### src/rtl/core/lsc_pkg.sv
// shared types and constants of the lsb steganography codec
package lsc_pkg;

  localparam int MESSAGE_DEPTH_DEF = 256;
  localparam int CFG_IDX_W         = 4;
  localparam int HDR_CNT_W         = 4;

  localparam logic [HDR_CNT_W-1:0] HDR_BITS      = 4'd8;
  localparam logic [7:0]           LSB_CLEAR_MASK = 8'hFE;
  localparam logic [2:0]           LAST_BIT_POS   = 3'd7;

  localparam logic [CFG_IDX_W-1:0] CFG_MODE    = 4'd0;
  localparam logic [CFG_IDX_W-1:0] CFG_MSG_LEN = 4'd1;

  localparam logic MODE_EMBED   = 1'b0;
  localparam logic MODE_EXTRACT = 1'b1;

  localparam logic OP_LOAD  = 1'b0;
  localparam logic OP_IMAGE = 1'b1;

  typedef struct packed {
    logic       opcode;
    logic       first_of_image;
    logic       padding;
    logic [7:0] msg_index;
    logic [7:0] data;
  } in_item_t;

  typedef struct packed {
    logic [7:0] out_byte;
    logic       char_valid;
    logic [7:0] char_value;
    logic [7:0] char_index;
    logic [7:0] decoded_length;
    logic       finished;
  } out_item_t;

  typedef struct packed {
    logic [CFG_IDX_W-1:0] index;
    logic [7:0]           wdata;
  } cfg_wr_t;

endpackage

### src/rtl/core/lsc_stream_if.sv
// valid/ready channel carrying one payload beat
interface lsc_stream_if #(
  parameter type payload_t = logic [7:0]
) ();
  logic     valid;
  logic     ready;
  payload_t payload;

  modport source (output valid, output payload, input ready);
  modport sink   (input valid, input payload, output ready);
endinterface

### src/rtl/core/lsc_ram.sv
// generic single-write, single-read ram with registered read data
module lsc_ram #(
  parameter int WIDTH = 8,
  parameter int DEPTH = 256
) (
  input  logic                     clk,
  input  logic                     we,
  input  logic [$clog2(DEPTH)-1:0] waddr,
  input  logic [WIDTH-1:0]         wdata,
  input  logic                     re,
  input  logic [$clog2(DEPTH)-1:0] raddr,
  output logic [WIDTH-1:0]         rdata
);
  logic [WIDTH-1:0] mem [DEPTH];

  always_ff @(posedge clk) begin
    if (we) begin
      mem[waddr] <= wdata;
    end
    if (re) begin
      rdata <= mem[raddr];
    end
  end
endmodule

### src/rtl/core/lsb_stego_codec_top.sv
// lsb steganography codec: embeds or extracts a length-prefixed message in image byte lsbs
//
// in_ch beats are either message loads (opcode load: data goes to store entry
// msg_index, no result) or image bytes (one out_ch beat each). cfg_ch writes
// register 0 (mode) or 1 (message length); it is always ready. The user must see
// that it is only written while the codec is idle; the codec does not enforce it.
// The message store is a ram read at the character counter when an image beat
// is accepted; its registered read data is merged in the next cycle, and the
// merged result is registered in the output register that drives out_ch.
// Throughput is one beat per cycle while out_ch does not stall: the counters
// and header logic update in the accept cycle, only the store read is
// pipelined, and one store read port is used per image beat.
// While out_ch stalls one more image beat is taken into the read stage; after
// that in_ch.ready drops until out_ch moves again.
// Synchronous reset clears counters, config and pipeline valids; the store
// contents are undefined until loaded, and no clearing pass is needed.
module lsb_stego_codec_top #(
  parameter int MESSAGE_DEPTH = lsc_pkg::MESSAGE_DEPTH_DEF
) (
  input  logic          clk,
  input  logic          rst_n,
  lsc_stream_if.sink    in_ch,
  lsc_stream_if.source  out_ch,
  lsc_stream_if.sink    cfg_ch
);
  import lsc_pkg::*;

  localparam int          AW      = $clog2(MESSAGE_DEPTH);
  localparam logic [31:0] DEPTH_W = 32'(MESSAGE_DEPTH);

  in_item_t  in_item;
  cfg_wr_t   cfg_item;

  logic                 mode_r;
  logic [7:0]           msg_len_r;
  logic [HDR_CNT_W-1:0] hb_r, hb_e, hb_nxt;
  logic [2:0]           bp_r, bp_e, bp_nxt;
  logic [7:0]           cc_r, cc_e, cc_nxt;
  logic [7:0]           sr_r, sr_e, sr_nxt;
  logic [7:0]           lr_r, lr_e, lr_nxt;

  logic       acc, img_acc, load_acc;
  logic       use_ram, cvalid, fin;
  logic [7:0] ob_pre, base, limit;

  logic       s1_valid_r, s1_use_ram_r, s1_rng_r;
  logic [2:0] s1_bit_r;
  out_item_t  s1_item_r, s1_item_nxt;
  logic       s1_adv;

  logic       out_valid_r;
  out_item_t  out_item_r, out_item_nxt;

  logic [AW+7:0] widx, ridx;
  logic [7:0]    ram_rdata;
  logic          ram_we, ram_re, rd_rng, ram_bit;

  assign in_item  = in_ch.payload;
  assign cfg_item = cfg_ch.payload;

  // config port
  assign cfg_ch.ready = 1'b1;

  always_ff @(posedge clk) begin
    if (!rst_n) begin
      mode_r    <= MODE_EMBED;
      msg_len_r <= 8'd0;
    end else if (cfg_ch.valid) begin
      case (cfg_item.index)
        CFG_MODE:    mode_r    <= cfg_item.wdata[0];
        CFG_MSG_LEN: msg_len_r <= cfg_item.wdata;
        default:     ;
      endcase
    end
  end

  // handshake
  assign s1_adv      = s1_valid_r && (!out_valid_r || out_ch.ready);
  assign in_ch.ready = !s1_valid_r || s1_adv;
  assign acc         = in_ch.valid && in_ch.ready;
  assign img_acc     = acc && (in_item.opcode == OP_IMAGE);
  assign load_acc    = acc && (in_item.opcode == OP_LOAD);

  // counter and header logic
  always_comb begin
    hb_e = in_item.first_of_image ? '0 : hb_r;
    bp_e = in_item.first_of_image ? '0 : bp_r;
    cc_e = in_item.first_of_image ? '0 : cc_r;
    sr_e = in_item.first_of_image ? '0 : sr_r;
    lr_e = in_item.first_of_image ? '0 : lr_r;
    hb_nxt  = hb_e;
    bp_nxt  = bp_e;
    cc_nxt  = cc_e;
    sr_nxt  = sr_e;
    lr_nxt  = lr_e;
    ob_pre  = in_item.data;
    use_ram = 1'b0;
    cvalid  = 1'b0;
    base    = 8'd0;
    if (!in_item.padding) begin
      if (mode_r == MODE_EMBED) begin
        if (hb_e < HDR_BITS) begin
          ob_pre = (in_item.data & LSB_CLEAR_MASK) | {7'd0, msg_len_r[hb_e[2:0]]};
          hb_nxt = hb_e + 4'd1;
        end else if (cc_e < msg_len_r) begin
          use_ram = 1'b1;
          if (bp_e == LAST_BIT_POS) begin
            bp_nxt = 3'd0;
            cc_nxt = cc_e + 8'd1;
          end else begin
            bp_nxt = bp_e + 3'd1;
          end
        end
      end else begin
        if (hb_e < HDR_BITS) begin
          lr_nxt = lr_e | (8'(in_item.data[0]) << hb_e[2:0]);
          hb_nxt = hb_e + 4'd1;
        end else if (cc_e < lr_e) begin
          base   = (bp_e == 3'd0) ? 8'd0 : sr_e;
          sr_nxt = base | (8'(in_item.data[0]) << bp_e);
          if (bp_e == LAST_BIT_POS) begin
            cvalid = 1'b1;
            bp_nxt = 3'd0;
            cc_nxt = cc_e + 8'd1;
          end else begin
            bp_nxt = bp_e + 3'd1;
          end
        end
      end
    end
    limit = (mode_r == MODE_EMBED) ? msg_len_r : lr_nxt;
    fin   = (hb_nxt >= HDR_BITS) && (cc_nxt >= limit);

    s1_item_nxt.out_byte       = ob_pre;
    s1_item_nxt.char_valid     = cvalid;
    s1_item_nxt.char_value     = cvalid ? sr_nxt : 8'd0;
    s1_item_nxt.char_index     = cvalid ? cc_e : 8'd0;
    s1_item_nxt.decoded_length = (mode_r == MODE_EMBED) ? 8'd0 : lr_nxt;
    s1_item_nxt.finished       = fin;
  end

  always_ff @(posedge clk) begin
    if (!rst_n) begin
      hb_r <= '0;
      bp_r <= '0;
      cc_r <= '0;
      sr_r <= '0;
      lr_r <= '0;
    end else if (img_acc) begin
      hb_r <= hb_nxt;
      bp_r <= bp_nxt;
      cc_r <= cc_nxt;
      sr_r <= sr_nxt;
      lr_r <= lr_nxt;
    end
  end

  // message store
  assign widx    = {{AW{1'b0}}, in_item.msg_index};
  assign ridx    = {{AW{1'b0}}, cc_e};
  assign ram_we  = load_acc && ({24'd0, in_item.msg_index} < DEPTH_W);
  assign ram_re  = img_acc && use_ram;
  assign rd_rng  = {24'd0, cc_e} < DEPTH_W;

  lsc_ram #(
    .WIDTH (8),
    .DEPTH (MESSAGE_DEPTH)
  ) u_msg_store (
    .clk   (clk),
    .we    (ram_we),
    .waddr (widx[AW-1:0]),
    .wdata (in_item.data),
    .re    (ram_re),
    .raddr (ridx[AW-1:0]),
    .rdata (ram_rdata)
  );

  // read stage
  always_ff @(posedge clk) begin
    if (!rst_n) begin
      s1_valid_r <= 1'b0;
    end else if (img_acc) begin
      s1_valid_r <= 1'b1;
    end else if (s1_adv) begin
      s1_valid_r <= 1'b0;
    end
  end

  always_ff @(posedge clk) begin
    if (img_acc) begin
      s1_item_r    <= s1_item_nxt;
      s1_use_ram_r <= use_ram;
      s1_bit_r     <= bp_e;
      s1_rng_r     <= rd_rng;
    end
  end

  // merge store bit and output register
  assign ram_bit = ram_rdata[s1_bit_r] & s1_rng_r;

  always_comb begin
    out_item_nxt = s1_item_r;
    if (s1_use_ram_r) begin
      out_item_nxt.out_byte = (s1_item_r.out_byte & LSB_CLEAR_MASK) | {7'd0, ram_bit};
    end
  end

  always_ff @(posedge clk) begin
    if (!rst_n) begin
      out_valid_r <= 1'b0;
    end else if (s1_adv) begin
      out_valid_r <= 1'b1;
    end else if (out_ch.ready) begin
      out_valid_r <= 1'b0;
    end
  end

  always_ff @(posedge clk) begin
    if (s1_adv) begin
      out_item_r <= out_item_nxt;
    end
  end

  assign out_ch.valid   = out_valid_r;
  assign out_ch.payload = out_item_r;

`ifndef NO_ASSERTIONS
  a_no_overrun: assert property (@(posedge clk) disable iff (!rst_n)
    (s1_valid_r && out_valid_r && !out_ch.ready) |-> !in_ch.ready)
    else $error("input taken while both stages are full");

  a_hdr_range: assert property (@(posedge clk) disable iff (!rst_n)
    hb_r <= HDR_BITS)
    else $error("header bit count out of range");

  a_char_step: assert property (@(posedge clk) disable iff (!rst_n)
    (img_acc && cvalid) |=> (bp_r == 3'd0 && cc_r == $past(cc_e + 8'd1)))
    else $error("character completion did not advance counters");

  a_load_no_result: assert property (@(posedge clk) disable iff (!rst_n)
    (load_acc && !s1_valid_r) |=> !s1_valid_r)
    else $error("load beat produced a result");
`endif
endmodule

### src/flat_wrapper.sv
// flat-port wrapper written by rule: the top's interface ports become plain ports
module lsb_stego_codec_top_flat import lsc_pkg::*;
#(
  parameter int MESSAGE_DEPTH = lsc_pkg::MESSAGE_DEPTH_DEF
)
  (clk, rst_n, in_ch_valid, in_ch_payload, in_ch_ready, out_ch_valid, out_ch_payload, out_ch_ready, cfg_ch_valid, cfg_ch_payload, cfg_ch_ready);
  lsc_stream_if #(.payload_t(in_item_t)) in_ch_i ();
  lsc_stream_if #(.payload_t(out_item_t)) out_ch_i ();
  lsc_stream_if #(.payload_t(cfg_wr_t)) cfg_ch_i ();
  input  logic clk;
  input  logic rst_n;
  input wire logic [$bits(in_ch_i.valid)-1:0] in_ch_valid;
  input wire logic [$bits(in_ch_i.payload)-1:0] in_ch_payload;
  output wire logic [$bits(in_ch_i.ready)-1:0] in_ch_ready;
  output wire logic [$bits(out_ch_i.valid)-1:0] out_ch_valid;
  output wire logic [$bits(out_ch_i.payload)-1:0] out_ch_payload;
  input wire logic [$bits(out_ch_i.ready)-1:0] out_ch_ready;
  input wire logic [$bits(cfg_ch_i.valid)-1:0] cfg_ch_valid;
  input wire logic [$bits(cfg_ch_i.payload)-1:0] cfg_ch_payload;
  output wire logic [$bits(cfg_ch_i.ready)-1:0] cfg_ch_ready;
  assign in_ch_i.valid = in_ch_valid;
  assign in_ch_i.payload = in_ch_payload;
  assign in_ch_ready = in_ch_i.ready;
  assign out_ch_valid = out_ch_i.valid;
  assign out_ch_payload = out_ch_i.payload;
  assign out_ch_i.ready = out_ch_ready;
  assign cfg_ch_i.valid = cfg_ch_valid;
  assign cfg_ch_i.payload = cfg_ch_payload;
  assign cfg_ch_ready = cfg_ch_i.ready;
  lsb_stego_codec_top #(.MESSAGE_DEPTH(MESSAGE_DEPTH)) u_core (.clk(clk), .rst_n(rst_n), .in_ch(in_ch_i), .out_ch(out_ch_i), .cfg_ch(cfg_ch_i));
endmodule
### config.mk
export PLATFORM = sky130hd
export DESIGN_NAME = lsb_stego_codec_top_flat
export DESIGN_NICKNAME = d
export VERILOG_FILES = /design/src/rtl/core/lsc_pkg.sv /design/src/rtl/core/lsc_stream_if.sv /design/src/rtl/core/lsc_ram.sv /design/src/rtl/core/lsb_stego_codec_top.sv /design/src/flat_wrapper.sv
export SDC_FILE = /design/constraint.sdc
export NUM_CORES = 2
export LEC_CHECK = 0
export BUFFER_PORTS_ARGS = -buffer_cell sky130_fd_sc_hd__clkbuf_2
export CAP_MARGIN = 10
export CORE_MARGIN = 8
export CORE_UTILIZATION = 30
export DETAILED_ROUTE_END_ITERATION = 12
export PLACE_DENSITY = 0.53
export SETUP_SLACK_MARGIN = 0.2
export SLEW_MARGIN = 5
export SYNTH_ARGS = -nofsm -noshare
export SYNTH_HDL_FRONTEND = slang
export SYNTH_SLANG_ARGS = --single-unit
### constraint.sdc
create_clock -name clk -period 7.05 [get_ports clk]
set_input_delay 1.41 -clock clk [delete_from_list [all_inputs] [get_ports clk]]
set_output_delay 1.41 -clock clk [all_outputs]
set_load 0.005 [all_outputs]
Yosys cells after proc, flatten, opt, wreduce, memory -nomap -nowiden
Memories as Yosys holds them, arrays and structs flattened. A register that Yosys moved wholly into a read port is not among the register bits.
Index checks and enable logic that the tools add are counted.

cells by class
  add/sub/neg operators = 3
  magnitude comparators = 7
  eq/ne operators = 2
  shift operators = 2
  mux-type cells = 53
  bitwise operators = 5
  reductions and logical operators = 16

operators by type and width
  cell                 number
  $mux 8               23
  $mux 3               8
  $mux 1               17
  $lt 8x8->1           2
  $or 8x1->8           2
  $or 8x8->8           2
  $shl 1x3->8          2
  $mux 4               3
  $add 8x1->8 const B  1
  $ge 8x8->1           1
  $lt 3x4->1 const B   2
  $bmux 1 s3           2
  $logic_and 1x1->1    6
  $add 4x1->4 const B  1
  $eq 4x1->1 const B   1
  $ge 4x4->1 const B   1
  $logic_not 4->1      1
  $lt 4x4->1 const B   1
  $reduce_and 2->1     2
  $reduce_bool 2->1    2
  $add 3x1->3 const B  1
  $eq 3x3->1 const B   1
  $logic_not 3->1      1
  $logic_not 1->1      2
  2 further kinds      3

storage, ports and cells
  register bits = 114
  bits in writable memories = 2048
  input bits = 36
  output and inout port bits = 37
  word-level logic and storage cells = 112
  memories kept = 1

memory list
  name                    words  width  rd ports  clocked after memory_dff  write ports  RTL line       source
  u_core.u_msg_store.mem  256    8      1         1                         1            lsc_ram.sv:14  logic [WIDTH-1:0] mem [DEPTH];

Longest topological paths before layout
  depth after elaboration = 9
  mapped depth = 24

Cells and area by module
From an unflattened synthesis, not the netlist that was laid out.

unflattened totals
  cell total of the unflattened synthesis = 4232
  area total of the unflattened synthesis = 85035.3 um2

modules (own cells, without submodules)
  module               instances  cells each  area an instance (um2)  seq. area each (um2)
  lsc_ram              1          3733        79636.4                 61739.2
  lsb_stego_codec_top  1          499         5398.9                  3002.9

Least setup slack after synthesis
OpenSTA, ideal clock, no wires.

  kind = input-to-reg
  from = in in_ch_payload[17]
  to = reg u_core.s1_item_r (netlist bit u_core.out_item_nxt[0]) (data pin)
  library setup time = 0.261 ns
  arrival = 5.409 ns
  required time = 6.789 ns
  slack = 1.380 ns
  cell stages on the path = 23
  cell sequence = buf_2 > inv_1 > buf_2 > nand2_1 > clkinv_1 > clkbuf_1 > clkbuf_1 > ha_1 > and3_1 > a221o_1 > a31oi_4 > a21bo_4 > nand3_1 > xnor2_1 > ha_1 > nand2b_1 > a21o_1 > a21o_1 > a21o_1 > a21oi_1 > nor2b_1 > o21ai_0 > a21oi_1

between the ends
  longest elaborated chain between the ends = 9
  elaborated cells on any way between the ends = 28

ends and longest elaborated chain
  what                              RTL line                                                source
  start: declaration                flat_wrapper.sv:13                                      input wire logic [$bits(in_ch_i.payload)-1:0] in_ch_payload;
  $mux 8 (*)                        lsb_stego_codec_top.sv:88                               cc_e = in_item.first_of_image ? '0 : cc_r;
  named net u_core.cc_e[5]          lsb_stego_codec_top.sv:38                               logic [7:0] cc_r, cc_e, cc_nxt;
  $add 8x1->8                       lsb_stego_codec_top.sv:109, lsb_stego_codec_top.sv:124
  $mux 8                            lsb_stego_codec_top.sv:107, lsb_stego_codec_top.sv:121
  $mux 8, on equally long branches  lsb_stego_codec_top.sv:105, lsb_stego_codec_top.sv:118
  $mux 8, on equally long branches  lsb_stego_codec_top.sv:102, lsb_stego_codec_top.sv:115
  $mux 8                            lsb_stego_codec_top.sv:101                              if (mode_r == MODE_EMBED) begin
  $mux 8 (*)                        lsb_stego_codec_top.sv:100                              if (!in_item.padding) begin
  $ge 8x8->1 (*)                    lsb_stego_codec_top.sv:132                              fin = (hb_nxt >= HDR_BITS) && (cc_nxt >= limit);
  $logic_and 1x1->1 (*)             lsb_stego_codec_top.sv:132
  named net u_core.fin              lsb_stego_codec_top.sv:43                               logic use_ram, cvalid, fin;
  end signal: assignment            lsb_stego_codec_top.sv:191                              s1_item_r <= s1_item_nxt;
  end: declaration                  lsb_stego_codec_top.sv:48                               out_item_t s1_item_r, s1_item_nxt;

The timed path passes the listed nets; every way through them passes the cells marked *.
A chain may end at the register's enable or synchronous reset.

Worst setup path after layout
  from = in in_ch_payload[17]
  to = reg u_core.u_msg_store.rdata[0], read port of u_core.u_msg_store.mem (data pin)

between the ends
  longest elaborated chain between the ends = 7
  elaborated cells on any way between the ends = 9

ends and longest elaborated chain
  what               RTL line                    source
  $mux 8             lsb_stego_codec_top.sv:88
  $lt 8x8->1         lsb_stego_codec_top.sv:105  end else if (cc_e < msg_len_r) begin
  $mux 1             lsb_stego_codec_top.sv:105
  $mux 1             lsb_stego_codec_top.sv:102  if (hb_e < HDR_BITS) begin
  $mux 1             lsb_stego_codec_top.sv:101
  $mux 1             lsb_stego_codec_top.sv:100
  $logic_and 1x1->1  lsb_stego_codec_top.sv:162  assign ram_re = img_acc && use_ram;
  end: declaration   lsc_ram.sv:12               output logic [WIDTH-1:0] rdata

Parallel ways exist; a longest one is shown, timed or not.

==> results.cfg <==
[logic_synthesis]
syn_area_per_cell_sq_um = 16.8
yosys_warnings = 0
yosysUniqueCellTypes = 77
async_flop_share = 0
syn_inst = 5051
syn_area_sq_um = 84800
ys.flop_type = edfxtp_1
ys_seq_area_frac = 0.764
synth_nets = 5110
synth_enable_flop_cells = 2128
ys_ff_latch = 2170

[critical_path]
cp-end-kind = flip-flop
critPathLaunchType = primary input
critPathKind = in2reg
crit_fanout = 36
cp.arrival_ps = 6010
required_ps = 7740
r2r_slack_ps = 1830
path_cells = clkbuf_2 -> buf_4 -> or2_4 -> buf_12 -> buf_4 -> o22ai_1 -> a211oi_1 -> a211oi_1 -> nor4_1 -> o21ai_0 -> nor4_1
worst_path_max_delay_cell = nor4_1
r2r-end = u_core.u_msg_store.rdata[0]
max_stage_delay_ps = 1100
r2r-start = u_core.cc_r[2]
reg2reg_depth = 9

[power]
p_leak_nw = 29.5
power_density_nw_per_um2 = 268
peakVddDrop_uv = 257
power.total_mw = 25.9

[cts]
clk_pin_slew_ps = 60
clkLatencyLatePin_ps = 880
ctsHtreeMaxLevel = 4
cts_buffers = 220
post_cts_buffers = 0
holdBufCountCts = 0
cts_sinks = 2170
cts_resized = 0
cts_tree = done
ctsRootBufferMaster = clkbuf_16
clockBufferDepth = 3

[worst_hold_path]
hold_depth = 0
hold_path.class = reg2reg
min_from = u_core.out_item_nxt[16]
holdPathEnd = u_core.out_ch.payload[16]

[place]
place.gp.congestion = 0.871
hpwl_mm = 173
placement.cell_area_sq_um = 90100
numPortBuffers = 71

[floorplanning]
initial_core_util = 0.301
dieArea_sq_um = 300000
rows = 195
die-width_microns = 548
num_io_pins = 73
fp.dieH_microns = 548
core_sq_um = 282000

[routing]
drt_wl_total_mm = 286
vias = 50929
ant_nets = 0
drc = 0
viasPerCell = 5.60
dr.pass1.iters = 6
dr.first_iter.drc_count = 7555
wl_per_cell_microns = 31.4

[finish]
fin_nets = 5226
top_register = u_core.u_msg_store.mem
layout-drive-gt1-share = 0.149
design_area_sq_um = 96900
synthToLayoutAreaGrowth_pct = 14.3
largest_reg_flops = 2048

[timing]
fin_crit_sh = 0.755
layout_min_cycle_time_ps = 5320
max-slew-margin-rel = 0.149
worst_slew_pin_slew_ps = 1270
hold_violations = 0
setup_viol = 0
setup_tns_ps = 0
drv_slew = 0
fin_skew_ps = 60.0
rsz0062_at_grt = no
fmax_mhz = 188

[global_route]
grt_pass1_vias = 48843
grt_pass1_wl_mm = 397
grt_max_degree = 173
track_usage = 0.183
grt_overflow = 0
antenna_found_initial = 11

[job]
maxCapViolations = 0

[run_status]
status = completed
## layout make-up
type / count / area, sq um
diodes: 6 / 15.0
clock buffers: 266 / 5700
clock inverters: 138 / 1180
fillers: 26717 / 185000
inverters: 27 / 115
multi-input cells: 2501 / 18500
flip-flops and latches: 2170 / 64700
well taps: 3743 / 4680
repair buffers: 247 / 2050
## critical path, delay by kind of cell
kind            cells  cell delay (ps)
simple gates        3             2290
buf+inv             4             1220
compound gates      4              980
## cell usage in the layout (no fill, tap or decap), drive strengths merged, types with 9 or more instances in the layout
| master | n |
|---|---|
| a2111oi | 9 |
| o221ai | 166 |
| edfxtp | 2128 |
| ha | 23 |
| a21o | 9 |
| mux4 | 175 |
| dfxtp | 42 |
| nor3 | 60 |
| a211oi | 142 |
| and2 | 10 |
| clkbuf | 336 |
| o21ai | 127 |
| nand3 | 48 |
| o22ai | 269 |
| bufinv | 14 |
| nor4 | 18 |
| inv | 37 |
| mux2i | 165 |
| a22oi | 50 |
| nand2 | 288 |
| o211ai | 44 |
| mux2 | 29 |
| o311ai | 10 |
| and3 | 10 |
| nand4 | 13 |
| a221oi | 21 |
| a211o | 10 |
| clkinv | 107 |
| nor2 | 410 |
| nor2b | 18 |
| buf | 177 |
| a31oi | 27 |
| o21a | 14 |
| a21oi | 214 |
## where the power goes
part           switching [mW]  internal [mW]  total [mW]
clock                    5.04           6.27        11.3
sequential            0.00901           14.2        14.2
combinational           0.376         0.0602       0.436
## through the flow
stage                     cells  hold slack [ps]   util  setup slack (ps)
after global routing       9094              422  0.344              1700
final                      9098              417  0.344              1730
after global placement     8688              402  0.320              1040
after CTS                  9092              419  0.344              2030
after floorplan            5051              400      -              1380
after detailed placement   8688              405  0.320              1100
## kinds of logic after synthesis
kind of cell / count (synthesis) / share of synthesized area
compound gates: 1191 / 0.0960
buf+inv: 380 / 0.0209
simple gates: 910 / 0.0457
flops: 2170 / 0.764
mux: 369 / 0.0698
other cells: 1 / 0.0000442
fa+ha+maj: 23 / 0.00339
xor+xnor: 7 / 0.000723
## cells in the mapped netlist, types with 26 or more instances
cell	n	area share
a211oi_1	142	0.013
a21oi_1	214	0.013
a22oi_1	50	0.0044
a31oi_1	26	0.0019
buf_1	46	0.0020
buf_2	121	0.0071
buf_4	31	0.0027
clkbuf_1	145	0.0064
dfxtp_1	42	0.0099
edfxtp_1	2128	0.75
mux2_2	29	0.0039
mux2i_1	165	0.019
mux4_2	175	0.046
nand2_1	287	0.013
nand3_1	47	0.0028
nor2_1	409	0.018
nor3_1	60	0.0035
o211ai_1	44	0.0039
o21ai_0	124	0.0073
o221ai_1	166	0.017
o22ai_1	269	0.020
## routing by layer
metal / vias up / global-route usage / wire length, microns
met1: 26825 / 0.257 / 118000
met2: 2841 / 0.285 / 130000
met4: 2 / 0.0620 / 10400
li1: 20777 / - / -
met5: - / 0 / 13
met3: 484 / 0.0361 / 27500
## worst max-delay path by stage
stage / from / endpoint / cells after the start
final: in_ch_payload[17] / u_core.u_msg_store.rdata[0] / 11
after global routing: in_ch_payload[17] / u_core.out_item_nxt[0] / 20
after CTS: in_ch_payload[17] / u_core.u_msg_store.rdata[3] / 12
after detailed placement: in_ch_payload[17] / u_core.u_msg_store.rdata[0] / 11
after global placement: in_ch_payload[17] / u_core.out_item_nxt[0] / 20
after floorplan: in_ch_payload[17] / u_core.out_item_nxt[0] / 23
No activity file was read; power rests on OpenSTA's default activity.
